$ cat config.mk
export PLATFORM = sky130hd
export DESIGN_NAME = clps_ctrl
export DESIGN_NICKNAME = d
export VERILOG_FILES = /design/src/hdl/clps_pkg.sv /design/src/hdl/clps_ctrl.sv
export SDC_FILE = /design/constraint.sdc
export NUM_CORES = 1
export LEC_CHECK = 0
export ABC_AREA = 1
export BUFFER_PORTS_ARGS = -buffer_cell sky130_fd_sc_hd__buf_2
export CAP_MARGIN = 0
export CORE_MARGIN = 2
export CORE_UTILIZATION = 45
export DETAILED_ROUTE_END_ITERATION = 16
export PLACE_DENSITY = 0.75
export SLEW_MARGIN = 10
export SYNTH_ARGS = -nofsm -noshare
export SYNTH_HDL_FRONTEND = slang
export SYNTH_SLANG_ARGS = --single-unit
$ cat constraint.sdc
create_clock -name clock -period 1.37 [get_ports clock]
set_input_delay 0.0685 -clock clock [delete_from_list [all_inputs] [get_ports clock]]
set_output_delay 0.0685 -clock clock [all_outputs]
set_load 0.1 [all_outputs]
$ cat src/hdl/clps_pkg.sv
package clps_pkg;

   localparam logic [1:0] CMD_CLEAR = 2'd0;
   localparam logic [1:0] CMD_CELL  = 2'd1;
   localparam logic [1:0] CMD_READ  = 2'd2;

   localparam int CMD_W    = 2;
   localparam int CELL_W   = 16;
   localparam int COST_W   = 8;
   localparam int RBIN_W   = 11;
   localparam int ORANGE_W = 17;
   localparam int CSR_AW   = 5;

   localparam logic [4:0] ITER_LAST   = 5'd31;
   localparam logic [2:0] REG_POSE_X  = 3'd0;
   localparam logic [2:0] REG_POSE_Y  = 3'd1;
   localparam logic [2:0] REG_HEADING = 3'd2;
   localparam logic [2:0] REG_ORG_X   = 3'd3;
   localparam logic [2:0] REG_ORG_Y   = 3'd4;
   localparam logic [2:0] REG_CELL_SZ = 3'd5;
   localparam logic [2:0] REG_THRESH  = 3'd6;
   localparam logic [2:0] REG_RMAX    = 3'd7;

   typedef struct packed {
      logic accept_cell;
      logic do_add;
      logic do_prep;
      logic do_sum;
      logic do_iter;
      logic do_ang;
      logic do_bin;
      logic mem_fill;
      logic rd_req;
      logic rd_bin;
      logic out_zero;
      logic out_read_oob;
      logic out_read;
      logic out_clear;
      logic out_cell;
   } dp_cmd_type;

   typedef struct packed {
      logic cell_hit;
      logic read_ok;
   } dp_stat_type;

   // arctangent of 2^-i in 1/65536 turn
   function automatic logic [13:0] atab(input logic [3:0] i);
      logic [13:0] v;
      case (i)
         4'd0:    v = 14'd8192;
         4'd1:    v = 14'd4836;
         4'd2:    v = 14'd2555;
         4'd3:    v = 14'd1297;
         4'd4:    v = 14'd651;
         4'd5:    v = 14'd326;
         4'd6:    v = 14'd163;
         4'd7:    v = 14'd81;
         4'd8:    v = 14'd41;
         4'd9:    v = 14'd20;
         4'd10:   v = 14'd10;
         4'd11:   v = 14'd5;
         4'd12:   v = 14'd3;
         4'd13:   v = 14'd1;
         4'd14:   v = 14'd1;
         default: v = 14'd0;
      endcase
      return v;
   endfunction

endpackage

$ cat src/hdl/clps_ctrl.sv
module clps_ctrl #(
   parameter int RAY_COUNT = 1080,
   parameter int CNT_W = 11
) (
   input  logic                   clock,
   input  logic                   reset,
   input  logic                   start,
   input  logic [1:0]             cmd,
   input  clps_pkg::dp_stat_type  stat,
   output logic                   busy,
   output logic [CNT_W-1:0]       cnt,
   output clps_pkg::dp_cmd_type   dcmd
);

   localparam logic [3:0] S_IDLE = 4'd0;
   localparam logic [3:0] S_CLR  = 4'd1;
   localparam logic [3:0] S_ADD  = 4'd2;
   localparam logic [3:0] S_PREP = 4'd3;
   localparam logic [3:0] S_SUM  = 4'd4;
   localparam logic [3:0] S_ITER = 4'd5;
   localparam logic [3:0] S_ANG  = 4'd6;
   localparam logic [3:0] S_BIN  = 4'd7;
   localparam logic [3:0] S_RD   = 4'd8;
   localparam logic [3:0] S_UPD  = 4'd9;
   localparam logic [3:0] S_RDW  = 4'd10;

   localparam logic [CNT_W-1:0] SWEEP_LAST = CNT_W'(RAY_COUNT - 1);

   logic [3:0]       state_ff, state_in;
   logic [CNT_W-1:0] cnt_ff, cnt_in;
   logic             report_ff, report_in;
   logic             accept;

   assign busy   = (state_ff != S_IDLE);
   assign accept = start && !busy;
   assign cnt    = cnt_ff;

   always_comb begin
      state_in  = state_ff;
      cnt_in    = cnt_ff;
      report_in = report_ff;
      dcmd      = '0;
      case (state_ff)
         S_IDLE: begin
            if (accept) begin
               case (cmd)
                  clps_pkg::CMD_CLEAR: begin
                     cnt_in    = '0;
                     report_in = 1'b1;
                     state_in  = S_CLR;
                  end
                  clps_pkg::CMD_CELL: begin
                     if (stat.cell_hit) begin
                        dcmd.accept_cell = 1'b1;
                        state_in         = S_ADD;
                     end else begin
                        dcmd.out_zero = 1'b1;
                     end
                  end
                  clps_pkg::CMD_READ: begin
                     if (stat.read_ok) begin
                        dcmd.rd_req = 1'b1;
                        state_in    = S_RDW;
                     end else begin
                        dcmd.out_read_oob = 1'b1;
                     end
                  end
                  default: dcmd.out_zero = 1'b1;
               endcase
            end
         end
         S_CLR: begin
            dcmd.mem_fill = 1'b1;
            cnt_in        = cnt_ff + 1'b1;
            if (cnt_ff == SWEEP_LAST) begin
               dcmd.out_clear = report_ff;
               state_in       = S_IDLE;
            end
         end
         S_ADD: begin
            dcmd.do_add = 1'b1;
            state_in    = S_PREP;
         end
         S_PREP: begin
            dcmd.do_prep = 1'b1;
            state_in     = S_SUM;
         end
         S_SUM: begin
            dcmd.do_sum = 1'b1;
            cnt_in      = '0;
            state_in    = S_ITER;
         end
         S_ITER: begin
            dcmd.do_iter = 1'b1;
            cnt_in       = cnt_ff + 1'b1;
            if (cnt_ff[4:0] == clps_pkg::ITER_LAST) begin
               state_in = S_ANG;
            end
         end
         S_ANG: begin
            dcmd.do_ang = 1'b1;
            state_in    = S_BIN;
         end
         S_BIN: begin
            dcmd.do_bin = 1'b1;
            state_in    = S_RD;
         end
         S_RD: begin
            dcmd.rd_bin = 1'b1;
            state_in    = S_UPD;
         end
         S_UPD: begin
            dcmd.out_cell = 1'b1;
            state_in      = S_IDLE;
         end
         S_RDW: begin
            dcmd.out_read = 1'b1;
            state_in      = S_IDLE;
         end
         default: state_in = S_IDLE;
      endcase
   end

   always_ff @(posedge clock) begin
      if (reset) begin
         state_ff  <= S_CLR;
         cnt_ff    <= '0;
         report_ff <= 1'b0;
      end else begin
         state_ff  <= state_in;
         cnt_ff    <= cnt_in;
         report_ff <= report_in;
      end
   end

   a_reset_sweeps: assert property (@(posedge clock) !reset && $past(reset) |-> busy)
      else $error("no clearing pass after reset");

   a_clear_busy: assert property (@(posedge clock) disable iff (reset)
      accept && cmd == clps_pkg::CMD_CLEAR |=> busy && cnt_ff == '0)
      else $error("clear request did not start the sweep");

   a_iter_exit: assert property (@(posedge clock) disable iff (reset)
      state_ff == S_ITER && cnt_ff[4:0] == clps_pkg::ITER_LAST |=> state_ff == S_ANG)
      else $error("iteration count overran");

   a_one_result: assert property (@(posedge clock) disable iff (reset)
      $countones({dcmd.out_zero, dcmd.out_read_oob, dcmd.out_read,
                  dcmd.out_clear, dcmd.out_cell}) <= 1)
      else $error("two results loaded at once");

endmodule

==> results of run 1 <==
## through the flow
stage	cell area (um2)	TNS, ns
floorplan	1280	-2.36
CTS	2170	-1.41
global placement	1820	-0.0583
detailed placement	1820	-0.464
## cell families after synthesis
group / count (synthesis)
flops: 16
fa+ha+maj: 6
buf+inv: 30
compound gates: 15
simple gates: 107
## what timing repair did
action                                  4_1_cts
setup buffers                                18
gates resized for setup                      47
endpoints found under the setup margin       23
pin swaps                                    13
==> results by group, run 1 <==
Synth
  – Register bit count reported by yosys: 16
  – Count of different cell masters after synthesis: 22
  – Largest area contributor in the netlist: dfxtp_1
  – Post-Synth Adder-Cell Area: 6.93%
  – Net Count, Synth: 187
  – Most frequent cell after synthesis: nand2_1
  – Post-synthesis mux area share: 0%
  – Synth Area in XOR/XNOR: 0%
  – Mapped Area: 1080 um2
  – Ys Warns: 0
  – Gate Count Post-Synth: 174
  – Post-synthesis compound-gate area fraction: 7.97%
  – Combinational family with the most area after synthesis: simple AND/OR/NAND/NOR gates
  – Share of the synthesized area in the top cell type: around 30%
  – Avg Cell Area, Syn: 6.23 um2
  – Post-synth EDFFs: 0
  – Ys async rst share: 0%
  – Largest cells by area after synthesis: dfxtp_1 (30%), nand2_1 (14%), nor2_1 (12%)
  – Seq/Total Area, Yosys: 29.6%
  – Post-synth top flop: dfxtp_1
  – Synth top cells by count: nand2_1 (40), nor2_1 (34), inv_1 (25)
  – Post-Synth Simple-Gate Area: between 40 and 50%

CTS
  – H-tree Lvls: 1
  – CTS Sinks: 16
  – CTS Hold Bufs: 0
  – Clk buf depth: 2
  – CTS root buffer: clkbuf_4
  – Number of buffers created by CTS: 3

Floorplanning
  – Row count: 17
  – Die Y: roughly 53 um
  – Ports: 34
  – Initial core utilization: 48.1%
  – Die width: about 53 um

Run status
  – Stop Error: [ERROR DPL-0038] Utilization greater than 100%, impossible to legalize
  – Exit stage: global routing (5_1_grt)
  – Status: stopped before the end

Timing
  – GRT repair_timing worst endpoint: dcmd[1]
  – Worst_ep kind: top-level output

Placed design
  – Post-DP HPWL: 2.71 mm
  – Placed Cells: 248
  – Port Buffers: 33
  – GP Congestion: between 0.8 and 0.9
  – Dpl ws: -0.174 ns

Global route
  – Largest net degree at the start of global routing: 10
==> run 2: changes to the inputs <==
- CORE_AREA: not set -> 2 2 63 65
- CORE_MARGIN: 2 -> not set
- CORE_UTILIZATION: 45 -> not set
- DIE_AREA: not set -> 0 0 65 67
- PLACE_DENSITY: 0.75 -> not set
- PLACE_DENSITY_LB_ADDON: not set -> 0.15
- clock period: 1.37 -> 1.8 ns (I/O delays scaled with it)
==> run 2 against run 1 <==
The run now ends clean. Area after synthesis unchanged. Synthesized cell count unchanged.
==> results by group, run 2 <==
Synth
  – Largest area contributor in the netlist: dfxtp_1
  – Most frequent cell after synthesis: nand2_1
  – Ys Warns: 0
  – Net Count, Synth: about 190
  – Mapped Area: between 1000 and 1500 um2
  – Seq/Total Area, Yosys: 29.6%
  – Share of the synthesized area in the top cell type: between 20% and 30%
  – Count of different cell masters after synthesis: 22
  – Post-synth EDFFs: 0
  – Register bit count reported by yosys: 16
  – Post-synth top flop: dfxtp_1
  – Synth top cells by count: nand2_1 (40), nor2_1 (34), inv_1 (25)
  – Ys async rst share: 0%
  – Largest cells by area after synthesis: dfxtp_1 (30%), nand2_1 (14%), nor2_1 (12%)
  – Gate Count Post-Synth: 174
  – Avg Cell Area, Syn: 6.23 um2

Drt
  – Post-route ant nets: 0
  – Vias per cell: 4.49
  – Drt drc: 0
  – Total number of vias: 1159
  – Pre-antenna DRT Iters: 4
  – Routed wire length: around 2.8 mm
  – Wire length per cell: 10.7 um
  – Initial drt markers: 62

Pwr
  – Register share of total power: about a third
  – Pwr/cell area: 829 nW/um2
  – Leak Pwr: 0.692 nW
  – Sw Pwr: slightly above 0.0006 W
  – Comb pwr share: 44.3%
  – Internal Power: 0.000655 W
  – Peak supply drop: 0.000604 V
  – Pwr Total: 0.00126 W
  – Proportion of total power due to net switching: 48.0%
  – Clk pwr share: 21.7%

Global route
  – Initial antenna violation count: 0
  – Total congestion overflow: 0
  – Largest net degree at the start of global routing: 15
  – First-pass GRT wire length: 4.90 mm
  – GRT Util Overall: 14.5%
  – Vias in the first global route: about 1.1k

Critical path
  – Crit path arrival time: 1.60 ns
  – CP endpoint: dcmd[6]
  – Most common cell on crit path: nor2_2
  – CP endpoint kind: output pin
  – Launch point of the worst path: state_ff[3]$_SDFFE_PP0P_
  – CP Launch Type: register
  – CP Max Fanout: 7
  – Reg2reg setup slack: 0.26 ns
  – Worst Reg-to-Reg Cells: 11
  – Reg2reg start: cnt[0]$_SDFFE_PP0P_
  – Critical Path Slowest Stage Cell: buf_2
  – Crit path kind: register to output pin
  – Critical Path, Cell by Cell: nor2_2, nand3_1, nor2_2, buf_2
  – CP required: 1.71 ns
  – Worst r2r dst: state_ff[0]$_SDFFE_PP1P_
  – Max stage delay on crit path: 0.43 ns

Cells and area
  – Max reg flops: 11
  – # fillers: 404
  – Commonest non-fill, non-tap cell in the layout: nand2_1
  – Commonest non-fill, non-tap cells in the layout: nand2_1 (40), buf_2 (29), inv_1 (25), nor2_1 (23), nor2_2 (14)
  – Final core occ: 42.1%
  – Synth-to-Final Area Change: 40.2%
  – Diode count: 0
  – Fin cells: 258
  – Nets: ~220
  – Layout cells sized above 1: 36.7%

CTS
  – CTS Sinks: 16
  – Clock Pin Slew Worst Setup and Hold Paths: 0.07 ns
  – CTS root buffer: clkbuf_8
  – Number of buffers created by CTS: 3
  – Clk Latency, worst-skew pair: around 0.25 ns
  – H-tree Lvls: 1
  – Clk buf depth: 2
  – CTS tree: built

Timing
  – Worst hold slack: 0.101 ns
  – Fin Clk Skew: 0.00867 ns
  – Max_slew headroom: ~67%
  – Final Hold Fails: 0
  – Max Fclk: between 500 and 600 MHz
  – Aggregate negative setup slack: 0 ns
  – Slew Limit Fails: 0
  – RSZ-0062 raised after global routing: false
  – Tcrit/Tclk final: 94.0%
  – Minimum clock period: 1.69 ns
  – Worst-margin pin slew: 0.494 ns
  – Setup violators final: 0

Flow run
  – Max-capacitance violation count: 0

Floorplanning
  – Initial core utilization: 30.0%
  – Die area: 4360 um2
  – Row count: 22
  – Die Y: ~67 um
  – Die width: roughly 65 um
  – Ports: 34
  – Core footprint: 3610 um2

Hold path
  – Min-Delay Startpoint: reset
  – Hold crit path type: input pin to register

Placed design
  – GP Congestion: 0.773
  – Placed Cells: 254
  – Post-DP HPWL: between 2 and 2.5 mm
  – Port Buffers: 33

Run status
  – Status: complete, no violations
-- run 2: worst max-delay path, delay by kind of cell (launching register included) --
kind	cells	cell delay (ns)
buf+inv	1	0.43
flops	1	0.37
simple gates	3	0.55
-- run 2: cell families after synthesis --
family                   share of synthesized area [%]
AND/OR/NAND/NOR                                   44.2
flip-flops                                        29.6
adder cells (fa/ha/maj)                           6.93
buffers and inverters                             11.3
AO/OA/AOI/OAI                                     7.97
-- run 2: worst min path at each step --
stage                        endpoint  cells after the start
3_3_place_gp      cnt[1]$_SDFFE_PP0P_                      2
2_1_floorplan  report_ff$_SDFFE_PP0P_                      2
5_1_grt           cnt[0]$_SDFFE_PP0P_                      2
6_report          cnt[4]$_SDFFE_PP0P_                      2
4_1_cts           cnt[4]$_SDFFE_PP0P_                      2
3_5_place_dp      cnt[4]$_SDFFE_PP0P_                      2
-- run 2: final cells by class --
type	instances	area (um2)	area share, %
multi-input cells	128	723	47.6
flip-flops and latches	16	350	23.1
repair buffers	34	233	15.3
inverters	28	108	7.08
well taps	48	60.1	3.95
clock buffers	4	45.0	2.97
-- run 2: timing repair --
item                                    in CTS  in global routing
gates resized for setup                      0                  1
buffers inserted                             0                  0
hold buffers                                 0                  0
endpoints found under the setup margin       0                  3
-- run 2: power by group through the flow --
stage	clock network (W)	logic, W	registers [W]
floorplan	0	0.000349	0.000553
global placement	0	0.000560	0.000435
detailed placement	0	0.000561	0.000433
CTS	0.000290	0.000562	0.000425
global route	0.000309	0.000595	0.000432
finish	0.000274	0.000558	0.000427
-- run 2: metrics by stage --
step                instance area [um2]  worst slack (ns)
CTS                                1520            0.0320
floorplan                          1190            -0.383
global placement                   1470             0.252
detailed placement                 1470             0.255
global route                       1520            0.0288
finish                             1520             0.107
-- run 2: per-layer routing --
metal  up-vias  track usage, %  wire, um
li1        616               -         -
met1       517            18.4      1350
met2        24            24.7      1290
met3         2            3.55       100
met4         0            3.19        19
met5         -               0         0
Note: power is estimated with default switching activity, not from simulation.
